--- config.mk ---
export PLATFORM = sky130hd
export DESIGN_NAME = dial_string_grader_top
export DESIGN_NICKNAME = d
export VERILOG_FILES = /design/src/hdl/dsg_pkg.sv /design/src/hdl/dial_string_grader_top.sv /design/src/hdl/dsg_cfg_regs.sv /design/src/hdl/dsg_step.sv
export SDC_FILE = /design/constraint.sdc
export NUM_CORES = 1
export LEC_CHECK = 0
export BUFFER_PORTS_ARGS = -buffer_cell sky130_fd_sc_hd__buf_2
export CORE_MARGIN = 8
export CORE_UTILIZATION = 41
export DETAILED_ROUTE_END_ITERATION = 16
export SLEW_MARGIN = 40
export SYNTH_ARGS = -nofsm -noshare
export SYNTH_HDL_FRONTEND = slang
export SYNTH_SLANG_ARGS = --single-unit
--- constraint.sdc ---
create_clock -name clk -period 2.7 [get_ports clk]
set_clock_uncertainty 0.2 [all_clocks]
set_input_delay 0 -clock clk [delete_from_list [all_inputs] [get_ports clk]]
set_output_delay 0 -clock clk [all_outputs]
set_load 0.1 [all_outputs]
--- src/hdl/dsg_pkg.sv ---
package dsg_pkg;

	localparam int CFG_IDX_W = 3;

	localparam logic [CFG_IDX_W-1:0] REG_REJECT_EXT  = 3'd0;
	localparam logic [CFG_IDX_W-1:0] REG_REJECT_MODE = 3'd1;
	localparam logic [CFG_IDX_W-1:0] REG_CALL_TONE   = 3'd2;
	localparam logic [CFG_IDX_W-1:0] REG_LENIENT     = 3'd3;

	localparam logic [1:0] MODE_AWAIT = 2'd0;
	localparam logic [1:0] MODE_TONE  = 2'd1;
	localparam logic [1:0] MODE_PULSE = 2'd2;
	localparam logic [1:0] MODE_NONE  = 2'd3;

	localparam logic [1:0] GRADE_FATAL     = 2'd0;
	localparam logic [1:0] GRADE_INVALID   = 2'd1;
	localparam logic [1:0] GRADE_TOLERABLE = 2'd2;
	localparam logic [1:0] GRADE_VALID     = 2'd3;

	localparam logic [7:0] POS_NONE       = 8'hFE;
	localparam logic [7:0] COUNT_MAX      = 8'hFF;
	localparam logic [7:0] CALL_TONE_NOCARET = 8'd2;
	localparam logic [7:0] CHAR_END       = 8'h00;

	typedef struct packed {
		logic       reject_extended_digits;
		logic       reject_mode_switch;
		logic [7:0] calling_tone_setting;
		logic       lenient_validation;
	} cfg_t;

	typedef struct packed {
		logic [7:0] count;
		logic [1:0] mode;
		logic [1:0] grade;
		logic [7:0] last_idx;
		logic       semi;
		logic       too_long;
	} str_state_t;

	typedef struct packed {
		logic [1:0] grade;
		logic [7:0] pos;
		logic       unusable;
	} result_t;

	localparam str_state_t STR_RESET = '{
		count:    8'd0,
		mode:     MODE_AWAIT,
		grade:    GRADE_VALID,
		last_idx: POS_NONE,
		semi:     1'b0,
		too_long: 1'b0
	};

	// Lowers a grade to the floor chosen by the leniency setting, never raises it.
	function automatic logic [1:0] lower_grade(input logic [1:0] g, input logic lenient);
		logic [1:0] floor_g;
		floor_g = lenient ? GRADE_TOLERABLE : GRADE_INVALID;
		return (g > floor_g) ? floor_g : g;
	endfunction

endpackage

--- src/hdl/dial_string_grader_top.sv ---
// Channel   Direction  Signals                                      Moves
// in        sink       in_valid, in_ready, dial_char, keep_position one byte request
// out       source     out_valid, out_ready, grade,                 one grade request
//                      last_dial_position, unusable
// cfg       sink       cfg_valid, cfg_ready, cfg_index, cfg_data    one register write
//
// A byte is taken into the input register and classified in the next cycle, so one
// byte is accepted every cycle unless an ending byte waits there. The ending zero byte
// loads the result register as it leaves the input register; its grade is offered there.
// While a result waits, bytes keep flowing until the next ending byte, which is held in
// the input register and stalls the input until the waiting result is taken.
// Reset clears the valid flags, configuration and string state; no clearing pass is needed.
module dial_string_grader_top #(
	parameter int MAX_DIAL_LENGTH = 127
) (
	input  logic                          clk,
	input  logic                          arst_n,
	input  logic                          in_valid,
	output logic                          in_ready,
	input  logic [7:0]                    dial_char,
	input  logic                          keep_position,
	output logic                          out_valid,
	input  logic                          out_ready,
	output logic [1:0]                    grade,
	output logic signed [7:0]             last_dial_position,
	output logic                          unusable,
	input  logic                          cfg_valid,
	output logic                          cfg_ready,
	input  logic [dsg_pkg::CFG_IDX_W-1:0] cfg_index,
	input  logic [7:0]                    cfg_data
);

	dsg_pkg::cfg_t       cfg;
	dsg_pkg::str_state_t str_q;
	dsg_pkg::str_state_t str_nxt;
	dsg_pkg::result_t    res;
	dsg_pkg::result_t    res_q;

	logic       valid_s1;
	logic [7:0] char_s1;
	logic       keep_s1;
	logic       out_free;
	logic       go_s1;
	logic       is_end_s1;

	assign cfg_ready = 1'b1;

	dsg_cfg_regs u_cfg (
		.clk      (clk),
		.arst_n   (arst_n),
		.wr_en    (cfg_valid && cfg_ready),
		.wr_index (cfg_index),
		.wr_data  (cfg_data),
		.cfg      (cfg)
	);

	dsg_step #(
		.MAX_DIAL_LENGTH (MAX_DIAL_LENGTH)
	) u_step (
		.cfg           (cfg),
		.cur           (str_q),
		.dial_char     (char_s1),
		.keep_position (keep_s1),
		.nxt           (str_nxt),
		.res           (res)
	);

	assign is_end_s1 = (char_s1 == dsg_pkg::CHAR_END);
	assign out_free  = !out_valid || out_ready;
	assign go_s1     = valid_s1 && (!is_end_s1 || out_free);
	assign in_ready  = !valid_s1 || go_s1;

	always_ff @(posedge clk or negedge arst_n) begin
		if (!arst_n) begin
			valid_s1 <= 1'b0;
		end else if (in_ready) begin
			valid_s1 <= in_valid;
		end
	end

	always_ff @(posedge clk) begin
		if (in_ready && in_valid) begin
			char_s1 <= dial_char;
			keep_s1 <= keep_position;
		end
	end

	always_ff @(posedge clk or negedge arst_n) begin
		if (!arst_n) begin
			str_q <= dsg_pkg::STR_RESET;
		end else if (go_s1) begin
			str_q <= str_nxt;
		end
	end

	always_ff @(posedge clk or negedge arst_n) begin
		if (!arst_n) begin
			out_valid <= 1'b0;
		end else if (go_s1 && is_end_s1) begin
			out_valid <= 1'b1;
		end else if (out_ready) begin
			out_valid <= 1'b0;
		end
	end

	always_ff @(posedge clk) begin
		if (go_s1 && is_end_s1) begin
			res_q <= res;
		end
	end

	assign grade              = res_q.grade;
	assign last_dial_position = $signed(res_q.pos);
	assign unusable           = res_q.unusable;

endmodule

--- src/hdl/dsg_cfg_regs.sv ---
module dsg_cfg_regs (
	input  logic                          clk,
	input  logic                          arst_n,
	input  logic                          wr_en,
	input  logic [dsg_pkg::CFG_IDX_W-1:0] wr_index,
	input  logic [7:0]                    wr_data,
	output dsg_pkg::cfg_t                 cfg
);

	dsg_pkg::cfg_t cfg_q;

	always_ff @(posedge clk or negedge arst_n) begin
		if (!arst_n) begin
			cfg_q <= '0;
		end else if (wr_en) begin
			unique case (wr_index)
				dsg_pkg::REG_REJECT_EXT:  cfg_q.reject_extended_digits <= wr_data[0];
				dsg_pkg::REG_REJECT_MODE: cfg_q.reject_mode_switch     <= wr_data[0];
				dsg_pkg::REG_CALL_TONE:   cfg_q.calling_tone_setting   <= wr_data;
				dsg_pkg::REG_LENIENT:     cfg_q.lenient_validation     <= wr_data[0];
				default: ;
			endcase
		end
	end

	assign cfg = cfg_q;

endmodule

--- src/hdl/dsg_step.sv ---
module dsg_step #(
	parameter int MAX_DIAL_LENGTH = 127
) (
	input  dsg_pkg::cfg_t      cfg,
	input  dsg_pkg::str_state_t cur,
	input  logic [7:0]         dial_char,
	input  logic               keep_position,
	output dsg_pkg::str_state_t nxt,
	output dsg_pkg::result_t   res
);

	localparam logic [7:0] MaxLen = 8'(MAX_DIAL_LENGTH);

	logic       too_long_n;
	logic       illegal;
	logic       moded;
	logic [1:0] g;
	logic [1:0] end_grade;

	always_comb begin
		nxt        = cur;
		illegal    = 1'b0;
		g          = cur.grade;
		too_long_n = cur.too_long || (cur.count >= MaxLen);
		moded      = (cur.mode == dsg_pkg::MODE_TONE) || (cur.mode == dsg_pkg::MODE_PULSE);

		if (cur.too_long) begin
			end_grade = dsg_pkg::GRADE_FATAL;
		end else if (cur.mode == dsg_pkg::MODE_AWAIT) begin
			end_grade = dsg_pkg::GRADE_VALID;
		end else if (cur.mode == dsg_pkg::MODE_NONE) begin
			end_grade = dsg_pkg::GRADE_INVALID;
		end else begin
			end_grade = cur.grade;
		end
		res.grade    = end_grade;
		res.pos      = (keep_position && moded && !cur.too_long) ? cur.last_idx
		                                                          : dsg_pkg::POS_NONE;
		res.unusable = (end_grade <= dsg_pkg::GRADE_INVALID);

		if (dial_char == dsg_pkg::CHAR_END) begin
			nxt = dsg_pkg::STR_RESET;
		end else begin
			nxt.count    = (cur.count == dsg_pkg::COUNT_MAX) ? cur.count : cur.count + 8'd1;
			nxt.too_long = too_long_n;
			if (!too_long_n) begin
				unique case (cur.mode)
					dsg_pkg::MODE_AWAIT: begin
						if (dial_char == "T" || dial_char == "t") begin
							nxt.mode = dsg_pkg::MODE_TONE;
						end else if (dial_char == "P" || dial_char == "p") begin
							nxt.mode = dsg_pkg::MODE_PULSE;
						end else begin
							nxt.mode = dsg_pkg::MODE_NONE;
						end
					end
					dsg_pkg::MODE_NONE: ;
					default: begin
						// A semicolon followed by anything but the end of string is illegal.
						if (cur.semi) begin
							g = dsg_pkg::lower_grade(g, cfg.lenient_validation);
						end
						nxt.semi = 1'b0;
						case (dial_char) inside
							[8'h30:8'h39], "*", "#", "!": nxt.last_idx = cur.count;
							" ", "$", "(", ")", ",", "-", "@", 8'h57, "w": ;
							[8'h41:8'h44], [8'h61:8'h64]: begin
								if (cfg.reject_extended_digits) begin
									illegal = 1'b1;
								end else begin
									nxt.last_idx = cur.count;
								end
							end
							"T", "t": illegal = (cur.mode != dsg_pkg::MODE_TONE) &&
							                    cfg.reject_mode_switch;
							"P", "p": illegal = (cur.mode != dsg_pkg::MODE_PULSE) &&
							                    cfg.reject_mode_switch;
							"^": illegal = (cfg.calling_tone_setting == dsg_pkg::CALL_TONE_NOCARET);
							";": nxt.semi = 1'b1;
							default: illegal = 1'b1;
						endcase
						if (illegal) begin
							g = dsg_pkg::lower_grade(g, cfg.lenient_validation);
						end
						nxt.grade = g;
					end
				endcase
			end
		end
	end

endmodule

Word-level counts from Yosys, hierarchy flattened
Cells that the tools add are included.
{ "op_classes": {"eq_ne": 33, "add_sub_neg": 1, "magnitude_cmp": 10, "mux": 42, "bitwise": 0, "mul": 0, "div_mod_pow": 0, "n_reduce_logical": 41, "n_shift": 0} }
{ "op_table": {"columns": ["operator", "n"], "rows": [
  ["$eq A8 B6 Y1 const B", 10],
  ["$eq A8 B7 Y1 const B", 8],
  ["$mux W8", 5],
  ["$mux W2", 13],
  ["$ge A8 B7 Y1 const B", 3],
  ["$mux W22", 1],
  ["$mux W1", 21],
  ["$le A8 B7 Y1 const B", 2],
  ["$mux W13", 1],
  ["$mux W11", 1],
  ["$logic_and A1 B1 Y1", 10],
  ["$reduce_and A2 Y1", 5],
  ["$reduce_or A9 Y1", 1],
  ["$add A8 B1 Y8 const B", 1],
  ["$eq A8 B2 Y1 const B", 1],
  ["$eq A8 B8 Y1 const B", 1],
  ["$ge A8 B6 Y1 const B", 1],
  ["$le A8 B6 Y1 const B", 1],
  ["$logic_not A8 Y1", 1],
  ["$reduce_or A2 Y1", 4],
  ["$logic_or A1 B1 Y1", 7],
  ["$eq A3 B2 Y1 const B", 2],
  ["$ne A2 B2 Y1 const B", 3],
  ["$reduce_and A3 Y1", 2],
  ["15 further kinds", 22]
]} }
{ "word_totals": {"inputBits": 25, "word_cells": 144, "ramBits": 0, "rom_bits": 0, "n_memories": 0, "output_inout_bits": 14, "latch_bits": 0, "ff_bits": 55} }

Longest topological paths before layout
{ "depth": {"ltp_word": 15, "ltp_mapped": 9, "depth_no_buf": 8} }

Hierarchy
A second synthesis with hierarchy kept.
{ "unflattened": {"hier_cells": 252, "hier_area_um2": 3039.2} }
{ "by_module_without_submodules": {"columns": ["mod", "area_per_inst_um2", "cells_each", "seq_area_each_um2", "instances"], "rows": [
  ["dial_string_grader_top", 1677.9, 82, 1212.4, 1],
  ["dsg_step", 878.3, 143, 0.0, 1],
  ["dsg_cfg_regs", 483.0, 27, 275.3, 1]
]} }

Least setup slack after synthesis
No wires, ideal clock.
{ "synth_timing": {"path_kind": "register -> register", "start": "register char_s1[3]", "end": "register char_s1[0] (enable)", "setup_slack_ns": -0.286, "synth_period_minus_slack_ns": 2.986, "required_ns": 2.215, "setup_ns": 0.285, "path_buffers": 2, "path_stages_with_launch": 8, "arrival_time_ns": 2.501, "path_cell_list": "edfxtp_1 > buf_6 > or4_4 > or2_0 > buf_2 > nor2_1 > nand2_1 > and2_1"} }
{ "synth_via": {"elab_chain_len": 6} }
{ "synth_rtl": {"columns": ["element", "line", "source"], "rows": [
  ["start, declared", "dial_string_grader_top.sv:40", "logic [7:0] char_s1;"],
  ["start signal, assigned", "dial_string_grader_top.sv:83", "char_s1 <= dial_char;"],
  ["$logic_not A8 Y1", "dial_string_grader_top.sv:68", "assign is_end_s1 = (char_s1 == dsg_pkg::CHAR_END);"],
  ["$logic_not A1 Y1", "dial_string_grader_top.sv:70", "assign go_s1 = valid_s1 && (!is_end_s1 || out_free);"],
  ["$logic_or A1 B1 Y1", "dial_string_grader_top.sv:70", null],
  ["$logic_and A1 B1 Y1", "dial_string_grader_top.sv:70", null],
  ["$logic_or A1 B1 Y1", "dial_string_grader_top.sv:71", "assign in_ready = !valid_s1 || go_s1;"],
  ["net in_ready", "dial_string_grader_top.sv:19", "output logic in_ready,"],
  ["$logic_and A1 B1 Y1", "dial_string_grader_top.sv:82", "if (in_ready && in_valid) begin"]
]} }
The timed path passes the listed nets, and every way through them passes these cells.
A chain may end at the register's enable or synchronous reset.

Worst setup path in the final report
{ "layout_timing": {"start": "register str_q[12] in the netlist's numbering", "end": "register str_q[10] in the netlist's numbering"} }
{ "layout_via": {"elab_chain_len": 14, "word_cells_on_any_way": 21, "classes_between": "eq/ne (4); mux (12); reduce/logical (5)"} }
{ "layout_rtl": {"columns": ["element", "line", "source"], "rows": [
  ["start, declared", "dial_string_grader_top.sv:34", "dsg_pkg::str_state_t str_q;"],
  ["start signal, assigned", "dial_string_grader_top.sv:90", "str_q <= dsg_pkg::STR_RESET;"],
  ["start signal, assigned", "dial_string_grader_top.sv:92", "str_q <= str_nxt;"],
  ["$ne A2 B2 Y1", "dsg_step.sv:76", "\"P\", \"p\": illegal = (cur.mode != dsg_pkg::MODE_PULSE) &&"],
  ["$logic_and A1 B1 Y1", "dsg_step.sv:76", null],
  ["$mux W1 (5 in series)", "dsg_step.sv:64", "case (dial_char) inside"],
  ["$mux W1", "dsg_step.sv:47", "unique case (cur.mode)"],
  ["$mux W1", "dsg_step.sv:46", "if (!too_long_n) begin"],
  ["$mux W1", "dsg_step.sv:41", "if (dial_char == dsg_pkg::CHAR_END) begin"],
  ["$mux W2", "dsg_step.sv:82", "if (illegal) begin"],
  ["$mux W11", "dsg_step.sv:47", null],
  ["$mux W13", "dsg_step.sv:46", null],
  ["$mux W22", "dsg_step.sv:41", null]
]} }
Several ways; a longest one is shown, not always the timed one. The select of a mux whose other input is x is not followed.

==> metrics.csv <==
stage,metric,value,unit
synthesis,post-synthesis simple-gate area fraction,18.9,%
drt,met2 routed WL,2320,µm
synthesis,largest family of logic cells by synthesized area,simple AND/OR/NAND/NOR gates,
finish,Final Cell Area,3370,µm²
finish,Syn-to-layout area delta,29.1,%
outcome,failing checks,negative hold slack,
floorplan,IO Pins,39,
drt,First-pass DRT Iterations,4,
timing,final setup fails,0,
synthesis,multiplexer share of the synthesized area,4.74,%
clock_network,cts bufs inserted,5,
drt,DR vias,1961,
global_routing,first-pass GRT wire length,8850,µm
finish,Ant. Diodes,0,
timing,Slew @ Worst Pin,540,ps
placement,gpl congestion,0.769,
clock_network,TritonCTS clock tree,yes,
timing,final hold violations,26,
finish,Final #Nets,334,
placement,placed inst area,2950,µm²
floorplan,core area,6240,µm²
synthesis,Syn Inst Count,225,
drt,top sig layer,met4,
worst_setup_path,kind of cell adding the most delay to the critical path,simple AND/OR/NAND/NOR gates,
finish,layout cells sized above 1,31.8,%
power_and_ir_drop,maximum VDD drop,0.000374,V
timing,max-slew violations,0,
drt,Routed Antenna Nets,0,
global_routing,vias in the first global route,1933,
synthesis,Post-Synth Adder-Cell Area,2.39,%
finish,multi-input logic area,1020,µm²
clock_network,Root Driver,clkbuf_8,
worst_setup_path,worst-path fanout max,5,
clock_network,Clock Sinks,55,
clock_network,"Setup Fix Bufs, Post-CTS",0,
timing,WHS,-14.9,ps
clock_network,clk slew on worst S/H paths,90,ps
finish,register area,1490,µm²
drt,met1 WL,2430,µm
drt,WL final,5110,µm
timing,Total Neg Setup Slack,0,ps
timing,RSZ-0062 raised after global routing,no,
synthesis,register bit count reported by yosys,55,
worst_setup_path,startpoint types,register,
clock_network,CTS H-tree depth,2,
drt,Starting DRT DRC Count,77,
drt,Routed wire per std cell,13.4,µm
drt,drc violations,0,
power_and_ir_drop,power per standard cell area,711,nW/µm²
placement,post-DP HPWL,3740,µm
synthesis,Yosys warnings,0,
finish,fillers,573,
timing,Slew Limit Headroom,63.5,%
synthesis,xor/xnor share of the synthesized area,1.34,%
global_routing,initial antenna violation count,0,
synthesis,share of flip-flops with an asynchronous set or reset,63.6,%
min_path,hold crit path type,input pin to async pin,
synthesis,Compound-Gate Fraction of Synth Area,11.4,%
placement,I/O Buffers,37,
clock_network,CTS Buffer Depth,2,
flow_run,number of max-cap violations,0,
floorplan,# rows,29,
worst_setup_path,CP cell instances,inv_1 > ha_1 > nor2b_1 > nand2_1 > nor4_2 > and2_1 > or4b_1 > a32oi_1,
floorplan,Die ar.,9180,µm²
global_routing,largest net degree at the start of global routing,36,
timing,Peak Freq,405,MHz
global_routing,global route total overflow,0,
global_routing,total track usage,12.1,%
synthesis,Netlist Area Pre-Place,2610,µm²
worst_setup_path,CP peak stage delay,440,ps
worst_setup_path,"Max stage delay cell, worst path",or4b_1,
clock_network,worst-skew pair later-pin latency,300,ps
floorplan,Die X,95.8,µm
synthesis,unique cell type count in the Yosys netlist,56,
synthesis,"Top FF cell, synth",dfrtp_1,
drt,DR vias/cell,5.13,
timing,Final min period,2470,ps
floorplan,chip height,95.8,µm
worst_setup_path,crit path DAT,2490,ps
synthesis,number of synthesized flops with an enable pin,20,
drt,routed wl met3,294,µm
power_and_ir_drop,Pleak,1.38,nW
synthesis,sequential share of the synthesized area,56.9,%
worst_setup_path,critical path class,register to register,
worst_setup_path,crit end category,register,
synthesis,Syn Area/Cell,11.6,µm²
outcome,outcome,"complete, but fails checks",
timing,final worst-path cycle share,91.4,%
synthesis,synthesized net count,255,
worst_setup_path,Critical Path RT,2720,ps
worst_setup_path,"Buf+Inv Stages, Crit Path",1,
floorplan,Initial Util,41.9,%
-- worst reg2reg max path: stages, from the launching register on --
cell and delay (ps):
dfrtp_1 410, inv_1 90, ha_1 280, nor2b_1 190, nand2_1 90, nor4_2 330, and2_1 210, or4b_1 440
a32oi_1 160
-- path summary, 6_finish.rpt --
check,cells past startpoint,slack [ps],from,endpoint
max in group asynchronous,2,1970,arst_n,str_q[7]$_DFFE_PN1P_
worst max register to register,8,230,str_q[12]$_DFFE_PN0P_,str_q[10]$_DFFE_PN1P_
min in group clk,4,70,cfg_index[2],u_cfg.cfg[8]$_DFFE_PN0P_
worst max-delay path,8,230,str_q[12]$_DFFE_PN0P_,str_q[10]$_DFFE_PN1P_
worst min register to register,1,250,u_cfg.cfg[0]$_DFFE_PN0P_,str_q[10]$_DFFE_PN1P_
worst min-delay path,2,-10,arst_n,u_cfg.cfg[9]$_DFFE_PN0P_
-- registers in the layout, indices dropped and copies added, names as in the netlist --
signal,cells
u_cfg.cfg,11
keep_s1,1
valid_s1,1
last_dial_position,8
grade,2
unusable,1
char_s1,8
str_q,22
out_valid,1
-- cell type report --
type                       instances  share of cell area [%]
sequential                        55                    44.1
multi-input combinational        148                    30.2
timing repair buffer              80                    17.2
tap                               77                    2.86
clock buffer                       5                    2.04
clock inverter                     3                    2.00
inverter                          14                    1.56
-- cells by family after synthesis --
kind of cell / Yosys count
simple gates: 83
flops: 55
compound gates: 44
buf+inv: 22
mux: 11
fa+ha+maj: 5
xor+xnor: 4
other cells: 1
-- per-stage QoR --
step	cells	util [%]	power [mW]	setup WS (ps)
floorplan	225	-	1.60	27.6
global placement	346	47.3	1.74	291
detailed placement	346	47.3	1.76	259
CTS	382	54.0	2.43	240
global route	382	54.0	2.55	108
finish	382	54.0	2.40	232
-- cell usage in the layout, fill, tap and decap left out, types with 2 or more instances in the layout --
| master | Yosys | final |
|---|---|---|
| nor4_1 | 2 | 2 |
| xnor2_1 | 4 | 4 |
| o21ai_0 | 13 | 13 |
| nand2_1 | 15 | 14 |
| nor2_1 | 21 | 21 |
| a21oi_1 | 6 | 6 |
| nor3b_1 | 2 | 2 |
| nor4bb_1 | 2 | 2 |
| or4_4 | 2 | 2 |
| and2_1 | 2 | 2 |
| inv_1 | 14 | 14 |
| nor3_2 | 2 | 2 |
| nand3_1 | 3 | 3 |
| nor2b_1 | 2 | 2 |
| buf_4 | 2 | 16 |
| edfxtp_1 | 20 | 20 |
| o21a_1 | 3 | 3 |
| bufinv_16 | 0 | 2 |
| a211oi_1 | 2 | 2 |
| dfrtp_1 | 26 | 26 |
| o22a_1 | 6 | 6 |
| nand3b_1 | 2 | 2 |
| nor3_1 | 4 | 4 |
| dfstp_2 | 9 | 9 |
| ha_1 | 5 | 5 |
| nand2b_1 | 2 | 2 |
| mux2_2 | 11 | 11 |
| o31ai_1 | 2 | 2 |
| nand4_1 | 2 | 2 |
| clkbuf_8 | 0 | 5 |
| dlygate4sd3_1 | 0 | 28 |
| nor4b_1 | 3 | 3 |
| buf_2 | 2 | 36 |
| or2_2 | 7 | 7 |
-- Yosys cell counts, drive strengths merged, types with 3 or more instances --
library cell / instances / area [µm²]
dfrtp: 26 / 651
nor2: 21 / 78.8
edfxtp: 20 / 601
nand2: 15 / 56.3
inv: 14 / 52.6
o21ai: 14 / 70.1
mux2: 11 / 124
dfstp: 9 / 236
or2: 8 / 50.1
a21oi: 6 / 30.0
buf: 6 / 47.5
nor3: 6 / 40.0
o22a: 6 / 52.6
ha: 5 / 62.6
nor4: 4 / 46.3
xnor2: 4 / 35.0
nand3: 3 / 15.0
nor4b: 3 / 26.3
o21a: 3 / 22.5
or4: 3 / 30.0
-- power breakdown --
group | internal (mW) | total, mW | switching, mW
logic | 0.285 | 0.552 | 0.267
clock network | 0.370 | 0.625 | 0.255
registers | 1.10 | 1.22 | 0.125
total | 1.75 | 2.40 | 0.647
-- per-layer routing --
metal  GRT usage [%]  vias up
li1                -      972
met1            15.7      944
met2            19.7       39
met3            2.65        6
met4            3.46        0
met5               0        -
-- what timing repair did --
| item | CTS | global route |
|---|---|---|
| endpoints found under the hold margin | 48 | 0 |
| hold buffers | 28 | 0 |
| resized for setup | 0 | 0 |
(Power assumes the default switching activity.)
